[src/hdl/bcc_pkg.sv]
// Package for the button click classifier: event and phase codes, the
// configuration and status structures, and register reset values.
// No dependencies; bcc_core, the top level and the testbench import it.
`timescale 1ns / 1ps

package bcc_pkg;

    // Event codes reported once per sampling tick.
    typedef enum logic [1:0] {
        EV_NONE   = 2'd0,
        EV_SHORT  = 2'd1,
        EV_DOUBLE = 2'd2,
        EV_LONG   = 2'd3
    } click_event_t;

    // Phases of the press (debounce) machine.
    typedef enum logic [1:0] {
        PH_IDLE     = 2'd0,
        PH_DEBOUNCE = 2'd1,
        PH_HELD     = 2'd2,
        PH_RELEASE  = 2'd3
    } press_phase_t;

    // Register indexes as seen on the configuration port.
    typedef enum logic {
        REG_LONG_PRESS = 1'b0,
        REG_WINDOW     = 1'b1
    } reg_index_t;

    localparam logic [15:0] LONG_PRESS_RESET = 16'd50;
    localparam logic [7:0]  WINDOW_RESET     = 8'd15;

    // Configuration handed from the register file to the classifier.
    typedef struct packed {
        logic [15:0] long_press_ticks;
        logic [7:0]  double_click_window;
    } bcc_cfg_t;

    // Internal state exposed for checking.
    typedef struct packed {
        press_phase_t press_phase;
        logic         click_wait;
    } bcc_status_t;

endpackage

[src/hdl/bcc_stream_if.sv]
// Valid/ready channel interfaces for the button click classifier:
// the sampled pin level going in and the event code coming out.
// Depends on nothing.
`timescale 1ns / 1ps

interface bcc_level_if;
    logic valid;
    logic ready;
    logic pin_level;

    modport source (output valid, output pin_level, input ready);
    modport sink   (input valid, input pin_level, output ready);
endinterface

interface bcc_click_if;
    logic       valid;
    logic       ready;
    logic [1:0] event_code;

    modport source (output valid, output event_code, input ready);
    modport sink   (input valid, input event_code, output ready);
endinterface

[src/hdl/bcc_core.sv]
// Classifier core: press debounce machine and double-click pairing machine.
// State advances by one sampling tick whenever step is high.
// Depends on bcc_pkg.
`timescale 1ns / 1ps

module bcc_core
    import bcc_pkg::*;
(
    input  logic        clk,
    input  logic        rst_n,
    input  logic        step,
    input  logic        pressed,
    input  bcc_cfg_t    cfg,
    output logic [1:0]  event_code,
    output bcc_status_t status
);

    press_phase_t phase_reg, phase_next;
    logic [15:0]  hold_count_reg, hold_count_next;
    logic         click_wait_reg, click_wait_next;
    logic [7:0]   window_count_reg, window_count_next;
    click_event_t press_ev;
    click_event_t click_ev;
    logic [15:0]  hold_inc;
    logic [7:0]   window_inc;

    assign hold_inc   = hold_count_reg + 16'd1;
    assign window_inc = window_count_reg + 8'd1;

    // Press machine: two-tick debounce, short press on release, long press
    // once the hold count reaches the threshold.
    always_comb
    begin
        phase_next      = phase_reg;
        hold_count_next = hold_count_reg;
        press_ev        = EV_NONE;
        unique case (phase_reg)
            PH_IDLE:
            begin
                if (pressed)
                begin
                    phase_next      = PH_DEBOUNCE;
                    hold_count_next = 16'd0;
                end
            end
            PH_DEBOUNCE:
            begin
                if (pressed)
                begin
                    phase_next      = PH_HELD;
                    hold_count_next = 16'd0;
                end
                else
                begin
                    phase_next = PH_IDLE;
                end
            end
            PH_HELD:
            begin
                if (!pressed)
                begin
                    press_ev        = EV_SHORT;
                    phase_next      = PH_IDLE;
                    hold_count_next = 16'd0;
                end
                else if (hold_count_reg >= cfg.long_press_ticks)
                begin
                    press_ev        = EV_LONG;
                    phase_next      = PH_RELEASE;
                    hold_count_next = 16'd0;
                end
                else
                begin
                    hold_count_next = hold_inc;
                end
            end
            PH_RELEASE:
            begin
                if (!pressed)
                begin
                    phase_next = PH_IDLE;
                end
            end
            default:
            begin
                phase_next = PH_IDLE;
            end
        endcase
    end

    // Pairing machine: a short press is held for the window; a second one
    // gives a double click, a timeout releases the single short press. A long
    // press during the window is dropped.
    always_comb
    begin
        click_wait_next   = click_wait_reg;
        window_count_next = window_count_reg;
        click_ev          = EV_NONE;
        if (!click_wait_reg)
        begin
            if (press_ev == EV_SHORT)
            begin
                window_count_next = 8'd0;
                click_wait_next   = 1'b1;
            end
            else
            begin
                click_ev = press_ev;
            end
        end
        else
        begin
            if (press_ev == EV_SHORT)
            begin
                click_ev        = EV_DOUBLE;
                click_wait_next = 1'b0;
            end
            else
            begin
                window_count_next = window_inc;
                if (window_inc >= cfg.double_click_window)
                begin
                    click_ev        = EV_SHORT;
                    click_wait_next = 1'b0;
                end
            end
        end
    end

    // State registers, advanced one tick per step.
    always_ff @(posedge clk or negedge rst_n)
    begin
        if (!rst_n)
        begin
            phase_reg        <= PH_IDLE;
            hold_count_reg   <= 16'd0;
            click_wait_reg   <= 1'b0;
            window_count_reg <= 8'd0;
        end
        else if (step)
        begin
            phase_reg        <= phase_next;
            hold_count_reg   <= hold_count_next;
            click_wait_reg   <= click_wait_next;
            window_count_reg <= window_count_next;
        end
    end

    assign event_code          = click_ev;
    assign status.press_phase  = phase_reg;
    assign status.click_wait   = click_wait_reg;

endmodule

[src/hdl/button_click_classifier_unit.sv]
// Top level of the button click classifier: input register, classifier
// core, result register and APB-style configuration registers.
// Depends on bcc_pkg, bcc_stream_if.sv and bcc_core.
`timescale 1ns / 1ps

// The block takes one sampled pin level per request (0 means pressed) and
// returns exactly one event code for each: 0 none, 1 short press, 2 double
// click, 3 long press. It accepts a request in every clock cycle while the
// level side is not held off. A request passes through an input register,
// the classifier logic and a result register, which presents its event on
// the click side until it is taken. Both stages hold their data while the
// output is stalled, and the level side is held off only when both are full
// and the click side is not ready.
// Register 0 (byte address 0) is long_press_ticks, reset 50; register 1
// (byte address 4) is double_click_window, reset 15. Write them only while
// no request is in flight.
module button_click_classifier_unit
    import bcc_pkg::*;
(
    input  logic              clk,
    input  logic              rst_n,
    bcc_level_if.sink         level,
    bcc_click_if.source       click,
    input  logic              psel,
    input  logic              penable,
    input  logic              pwrite,
    input  logic [2:0]        paddr,
    input  logic [31:0]       pwdata,
    output logic [31:0]       prdata,
    output logic              pready
);

    bcc_cfg_t    cfg_reg;
    logic        s1_valid_reg;
    logic        s1_level_reg;
    logic        out_valid_reg;
    logic [1:0]  out_code_reg;
    logic        advance;
    logic        cfg_write;
    reg_index_t  cfg_index;
    logic [1:0]  core_event;
    bcc_status_t core_status;

    // Configuration registers.
    assign pready    = 1'b1;
    assign cfg_write = psel && penable && pwrite;
    assign cfg_index = reg_index_t'(paddr[2]);

    always_ff @(posedge clk or negedge rst_n)
    begin
        if (!rst_n)
        begin
            cfg_reg.long_press_ticks    <= LONG_PRESS_RESET;
            cfg_reg.double_click_window <= WINDOW_RESET;
        end
        else if (cfg_write)
        begin
            unique case (cfg_index)
                REG_LONG_PRESS: cfg_reg.long_press_ticks    <= pwdata[15:0];
                REG_WINDOW:     cfg_reg.double_click_window <= pwdata[7:0];
                default:        ;
            endcase
        end
    end

    // Read back.
    always_comb
    begin
        unique case (cfg_index)
            REG_LONG_PRESS: prdata = {16'd0, cfg_reg.long_press_ticks};
            REG_WINDOW:     prdata = {24'd0, cfg_reg.double_click_window};
            default:        prdata = 32'd0;
        endcase
    end

    // Pipeline flow: stage one advances into the result register when that
    // register is empty or being drained.
    assign advance     = s1_valid_reg && (!out_valid_reg || click.ready);
    assign level.ready = !s1_valid_reg || advance;

    // Input register.
    always_ff @(posedge clk or negedge rst_n)
    begin
        if (!rst_n)
        begin
            s1_valid_reg <= 1'b0;
        end
        else if (level.valid && level.ready)
        begin
            s1_valid_reg <= 1'b1;
        end
        else if (advance)
        begin
            s1_valid_reg <= 1'b0;
        end
    end

    always_ff @(posedge clk)
    begin
        if (level.valid && level.ready)
        begin
            s1_level_reg <= level.pin_level;
        end
    end

    // Classifier state machines.
    bcc_core u_core (
        .clk        (clk),
        .rst_n      (rst_n),
        .step       (advance),
        .pressed    (!s1_level_reg),
        .cfg        (cfg_reg),
        .event_code (core_event),
        .status     (core_status)
    );

    // Result register.
    always_ff @(posedge clk or negedge rst_n)
    begin
        if (!rst_n)
        begin
            out_valid_reg <= 1'b0;
        end
        else if (advance)
        begin
            out_valid_reg <= 1'b1;
        end
        else if (click.ready)
        begin
            out_valid_reg <= 1'b0;
        end
    end

    always_ff @(posedge clk)
    begin
        if (advance)
        begin
            out_code_reg <= core_event;
        end
    end

    assign click.valid      = out_valid_reg;
    assign click.event_code = out_code_reg;

    // A press must pass the debounce phase before it is counted as held.
    assert property (@(posedge clk) disable iff (!rst_n)
        (advance && core_status.press_phase == PH_IDLE)
        |=> core_status.press_phase != PH_HELD)
        else $error("press machine skipped debounce");

    // A double click can only come from a short press already being held.
    assert property (@(posedge clk) disable iff (!rst_n)
        (advance && core_event == EV_DOUBLE) |-> core_status.click_wait)
        else $error("double click without a held short press");

    // A full input stage that cannot advance must hold off new requests.
    assert property (@(posedge clk) disable iff (!rst_n)
        (s1_valid_reg && !advance) |-> !level.ready)
        else $error("input stage overwritten while stalled");

endmodule

[src/flat_wrapper.sv]
// flat-port wrapper written by rule: the top's interface ports become plain ports
module button_click_classifier_unit_flat import bcc_pkg::*;
  (clk, rst_n, psel, penable, pwrite, paddr, pwdata, prdata, pready, level_valid, level_pin_level, level_ready, click_valid, click_event_code, click_ready);
  bcc_level_if level_i ();
  bcc_click_if click_i ();
  input  logic clk;
  input  logic rst_n;
  input  logic psel;
  input  logic penable;
  input  logic pwrite;
  input  logic [2:0] paddr;
  input  logic [31:0] pwdata;
  output logic [31:0] prdata;
  output logic pready;
  input wire logic [$bits(level_i.valid)-1:0] level_valid;
  input wire logic [$bits(level_i.pin_level)-1:0] level_pin_level;
  output wire logic [$bits(level_i.ready)-1:0] level_ready;
  output wire logic [$bits(click_i.valid)-1:0] click_valid;
  output wire logic [$bits(click_i.event_code)-1:0] click_event_code;
  input wire logic [$bits(click_i.ready)-1:0] click_ready;
  assign level_i.valid = level_valid;
  assign level_i.pin_level = level_pin_level;
  assign level_ready = level_i.ready;
  assign click_valid = click_i.valid;
  assign click_event_code = click_i.event_code;
  assign click_i.ready = click_ready;
  button_click_classifier_unit u_core (.clk(clk), .rst_n(rst_n), .level(level_i), .click(click_i), .psel(psel), .penable(penable), .pwrite(pwrite), .paddr(paddr), .pwdata(pwdata), .prdata(prdata), .pready(pready));
endmodule
[config.mk]
export PLATFORM = sky130hd
export DESIGN_NAME = button_click_classifier_unit_flat
export DESIGN_NICKNAME = d
export VERILOG_FILES = /design/src/hdl/bcc_pkg.sv /design/src/hdl/bcc_stream_if.sv /design/src/hdl/bcc_core.sv /design/src/hdl/button_click_classifier_unit.sv /design/src/flat_wrapper.sv
export SDC_FILE = /design/constraint.sdc
export NUM_CORES = 1
export LEC_CHECK = 0
export BUFFER_PORTS_ARGS = -buffer_cell sky130_fd_sc_hd__buf_2
export CAP_MARGIN = 20
export CORE_ASPECT_RATIO = 0.6
export CORE_MARGIN = 4
export CORE_UTILIZATION = 30
export DETAILED_ROUTE_END_ITERATION = 16
export HOLD_SLACK_MARGIN = 0.05
export SYNTH_ARGS = -nofsm -noshare
export SYNTH_HDL_FRONTEND = slang
export SYNTH_HIERARCHICAL = 1
export SYNTH_SLANG_ARGS = --single-unit
[constraint.sdc]
create_clock -name clk -period 2.95 [get_ports clk]
set_input_delay 0.59 -clock clk [delete_from_list [all_inputs] [get_ports clk]]
set_output_delay 0.59 -clock clk [all_outputs]
set_load 0.005 [all_outputs]
==> out/qor.txt, run 1 <==
Vias in the first global route: 2441
Max cap viols: 0
Mapped Avg Cell Area: 10.2 µm²
Kind of critical path: flop to flop
RD Place Congestion: 0.831
Skew-Pair Late Insertion Delay: 0.30 ns
Mapped cell area: 3550 µm²
Non-filler cells, final: 554
Tot GR Track Use: 11.6%
Most common cell on crit path: ha_1
Peak Freq: 353 MHz
Detailed-placement wirelength estimate: 5.94 mm
Clock buffer depth: 2
Core area: 11400 µm²
R2R Path Start: u_core/u_core/window_count_reg[0]
ANT nets after route: 0
CTS tree: yes
Number of H-tree levels: 2
Largest net degree at the start of global routing: 31
Crit path largest cell delay: 0.43 ns
Final hold violation count: 0
Initial Utilization: 31.0%
Synth warn: 6
Sinks on Clock Net: 56
DRT Wirelength: 7.64 mm
Rows: 30
Final worst-path cycle share: 96.1%
Status: completed
Via density: 4.55
Clk slew on worst S/H paths: 0.08 ns
Largest register FFs: 24
CP max stage cell: dfrtp_2
RSZ-0062 raised after global routing: no
PwrDens: 599 nW/µm²
Post-CTS sizing: 0
IO Count: 80
CP Capture Type: flop
Drt initial violations: 155
Number of port buffers: 44
Die width: 149 µm
ANT cells: 0
Worst Path Required: 3.01 ns
CP startpoint kind: flop
Layout cells sized above 1: 27.4%
Worst-Margin Slew: 0.643 ns
Synth Instances: 350
WP data arrival: 2.89 ns
Die area: 13700 µm²
Drt pass-1 iters: 4
Leakage: 1.93 nW
Max Transition Viols Final: 0
Filler cell count: 1156
DR WL/cell: 13.8 µm
First-pass GRT wire length: 12.7 mm
Layout overhead on the synthesized area: 13.2%
Inst Count DP: 546
Post CTS Setup Buffer Count: 0
Die H: 92.3 µm
Antenna violations before repair: 0
CTS Hold Bufs: 0
# setup viols final: 0
Nets@finish: 462
Via Count: 2520
Peak supply drop: 0.295 mV
Slew Limit Headroom: 57.0%
Type of the worst min-delay path: primary input to async pin
DRC Markers: 0
Root Buffer: clkbuf_16
TritonCTS Buffers: 5
CP startpoint: u_core/u_core/window_count_reg[0]
Final min period: 2.83 ns
Setup tns final: 0 ns
Total gr overflow: 0
Clock Skews: 0.00832 ns
Crit path max fanout: 6
CP Cell Sequence: ha_1 -> nand3_1 -> nor2_1 -> xor2_1 -> ha_1 -> and3_1 -> a2111oi_0 -> a21oi_1 -> a22o_1
placed cells by master, fill, tap and decap left out, types with 2 or more instances in the layout:
cell / instances
o211ai_1: 2
nor3_1: 3
nor2_1: 18
buf_2: 44
or2_1: 3
dfstp_2: 7
nand4_2: 2
inv_1: 31
nand4_1: 6
nor2b_1: 16
nand2_1: 33
conb_1: 17
or3_4: 2
nor4_1: 4
mux2_2: 22
xnor2_1: 8
xor2_1: 9
or3_1: 2
mux2_4: 10
a21oi_1: 11
nand2b_1: 6
o21ai_0: 13
and2_1: 3
nor3_4: 2
o22ai_1: 4
dfrtp_1: 45
nand3_1: 12
and3_1: 2
edfxtp_1: 3
ha_1: 26
clkbuf_16: 5
a31oi_1: 3
cell type report:
type,instances,area [µm²],area share (%)
clock buffers,5,125,3.11
clock inverters,3,22.5,0.560
inverters,31,116,2.89
multi-input cells,253,1890,46.9
flip-flops and latches,56,1430,35.4
well taps,160,200,4.98
repair buffers,46,248,6.16
through the flow:
step / util [%] / total power [mW] / hold slack [ns] / instance area, µm² / worst slack, ns
2_1_floorplan: - / 1.59 / 0.294 / 3610 / 0.527
3_3_place_gp: 33.8 / 1.79 / 0.471 / 3870 / 0.160
3_5_place_dp: 33.8 / 1.82 / 0.483 / 3870 / 0.153
4_1_cts: 35.1 / 2.44 / 0.308 / 4020 / 0.101
5_1_grt: 35.1 / 2.60 / 0.328 / 4020 / 0.0109
6_report: 35.1 / 2.41 / 0.286 / 4020 / 0.116
report_power, final:
part / switching (mW) / internal, mW
logic: 0.374 / 0.339
registers: 0.164 / 0.928
clock network: 0.286 / 0.319
total: 0.825 / 1.59
critical path, delay by kind of cell, from the launching register on:
kind	cells	cell delay, ns
compound gates	3	0.92
xor+xnor	1	0.25
fa+ha+maj	2	0.53
flops	1	0.43
simple gates	3	0.46
layer usage:
layer  wire length, µm  global-route usage (%)  share of wire, %  vias to the layer above
met1              4190                    18.6                55                     1212
met2              3020                    15.2                39                       50
met3               365                    2.35               4.8                        2
li1                  -                       -                 -                     1256
met4                61                    3.46              0.80                        0
met5                 0                       0                 0                        -
path summary, 6_finish.rpt:
kind	endpoint	slack, ns	cells after the start
setup / recovery	u_core/click.event_code[0]	0.12	9
hold / removal	u_core/u_core/window_count_reg[4]	0.29	1
setup reg to reg	u_core/click.event_code[0]	0.12	9
hold reg to reg	u_core/click.valid	0.50	1
max in group asynchronous	u_core/cfg_reg[2]	2.03	2
min in group clk	u_core/s1_level_reg	0.46	1
Note: power is estimated with default switching activity, not from simulation.
==> run 2: changes to the inputs <==
==> constraint.sdc (replaced) <==
create_clock -name clk -period 2.95 [get_ports clk]
set_input_delay 0.295 -clock clk [delete_from_list [all_inputs] [get_ports clk]]
set_output_delay 0.295 -clock clk [all_outputs]
set_load 0.005 [all_outputs]
==> out/qor.txt, run 2 (synthesized netlist as in run 1, its figures left out) <==
Setup tns final: 0 ns
Sinks on Clock Net: 56
Drt pass-1 iters: 4
Largest net degree at the start of global routing: 54
Largest register FFs: 24
Peak Freq: 375 MHz
DRT Wirelength: 7.71 mm
Filler cell count: 1176
Die H: 92.3 µm
Layout cells sized above 1: 27.2%
Worst-Margin Slew: 0.698 ns
WP data arrival: 2.72 ns
Max cap viols: 0
Via Count: 2491
Tot GR Track Use: 11.8%
# setup viols final: 0
Peak supply drop: 0.260 mV
Die width: 149 µm
Final min period: 2.67 ns
Clk slew on worst S/H paths: 0.07 ns
CTS tree: yes
Kind of critical path: flop to flop
Clock buffer depth: 2
Root Buffer: clkbuf_16
Most frequent cells in the layout: dfrtp_1 (46), buf_2 (44), nand2_1 (33)
Vias in the first global route: 2504
Slew Limit Headroom: 53.3%
Area occupied by multi-input gates: 1890 µm²
Number of port buffers: 44
Status: completed
Initial Utilization: 31.0%
First-pass GRT wire length: 12.9 mm
Worst Path Required: 3.00 ns
Leakage: 1.94 nW
Total gr overflow: 0
ANT nets after route: 0
Skew-Pair Late Insertion Delay: 0.30 ns
Drt initial violations: 179
Detailed-placement wirelength estimate: 5.86 mm
Leading cell type in the layout, fill and taps excluded: dfrtp_1
RSZ-0062 raised after global routing: no
Via density: 4.50
Nets@finish: 462
Die area: 13700 µm²
Number of H-tree levels: 2
FF/Latch Area: 1430 µm²
Max Transition Viols Final: 0
DRC Markers: 0
Clock Skews: 0.00698 ns
Most Crowded Layer GR: met1
Crit path max fanout: 6
Pwr Total: 2.47 mW
DR WL/cell: 13.9 µm
IO Count: 80
Final hold violation count: 0
Met1 Use GR: 18.1%
Core area: 11400 µm²
Grt met3 use: 2.64%
Met2 Usage GRT: 16.1%
Final worst-path cycle share: 90.5%
ANT cells: 0
CP Capture Type: flop
Rows: 30
TritonCTS Buffers: 5
RD Place Congestion: 0.823
Layout overhead on the synthesized area: 14.2%
Type of the worst min-delay path: primary input to flop
Antenna violations before repair: 0
PwrDens: 610 nW/µm²
CP startpoint kind: flop
## run 2: changes by cell type in the layout (fill, tap and decap cells not counted), sizes merged
cell | before | now
buf | 46 | 45
clkbuf | 5 | 7
clkinv | 2 | 1
dlygate4sd3 | 0 | 1
inv | 32 | 31
## run 2: layout make-up
type / count / area share [%]
Sequential cell: 56 / 35.1
Clock inverter: 1 / 0.216
Inverter: 31 / 2.87
Multi-Input combinational cell: 253 / 46.6
Clock buffer: 7 / 4.04
Timing Repair Buffer: 46 / 6.17
Tap cell: 160 / 4.94
## run 2: critical path, stage by stage (launching register included)
cell and delay (ns):
dfrtp_1 0.43, ha_1 0.26, nand3_1 0.14, nor2_1 0.15, xor2_1 0.23, ha_1 0.28
and3_1 0.17, a2111oi_2 0.35, a21oi_1 0.16, a22o_1 0.25
## run 2: path summary, 6_finish.rpt
check	from	end	depth (start not counted)	slack, ns
hold reg to reg	u_core/s1_valid_reg	u_core/click.valid	1	0.49
min in group asynchronous	rst_n	u_core/cfg_reg[10]	3	0.52
setup / recovery	u_core/u_core/window_count_reg[0]	u_core/click.event_code[0]	9	0.28
hold / removal	level_pin_level	u_core/s1_level_reg	1	0.17
max in group asynchronous	rst_n	u_core/cfg_reg[3]	3	2.15
setup reg to reg	u_core/u_core/window_count_reg[0]	u_core/click.event_code[0]	9	0.28
## run 2: per-stage QoR
step | area (µm²) | hold WS [ns] | utilization [%] | setup slack [ns] | instances
after floorplan | 3610 | -0.000591 | - | 0.527 | 365
after global placement | 3870 | 0.319 | 33.8 | 0.219 | 545
after detailed placement | 3870 | 0.327 | 33.8 | 0.241 | 545
after CTS | 4050 | 0.164 | 35.4 | 0.213 | 554
after global routing | 4060 | 0.170 | 35.4 | 0.0210 | 554
final | 4060 | 0.174 | 35.4 | 0.281 | 554
## run 2: report_power, final
| group | switching [mW] | leakage, nW | total (mW) | internal [mW] |
|---|---|---|---|---|
| Combinational | 0.377 | 1.16 | 0.716 | 0.338 |
| Sequential | 0.161 | 0.699 | 1.09 | 0.927 |
| Clock | 0.277 | 0.0852 | 0.668 | 0.392 |
## run 2: routing by layer
metal	share of wire, %	vias to the layer above
met2	40	54
met3	4.5	8
met1	54	1177
met5	0	-
li1	-	1252
met4	1.3	0
## run 2: repair_timing
item	CTS	global route
gates resized for setup	0	2
setup buffers	0	0
hold buffers	1	0
endpoints found under the hold margin	46	0
setup endpoints to repair	0	1
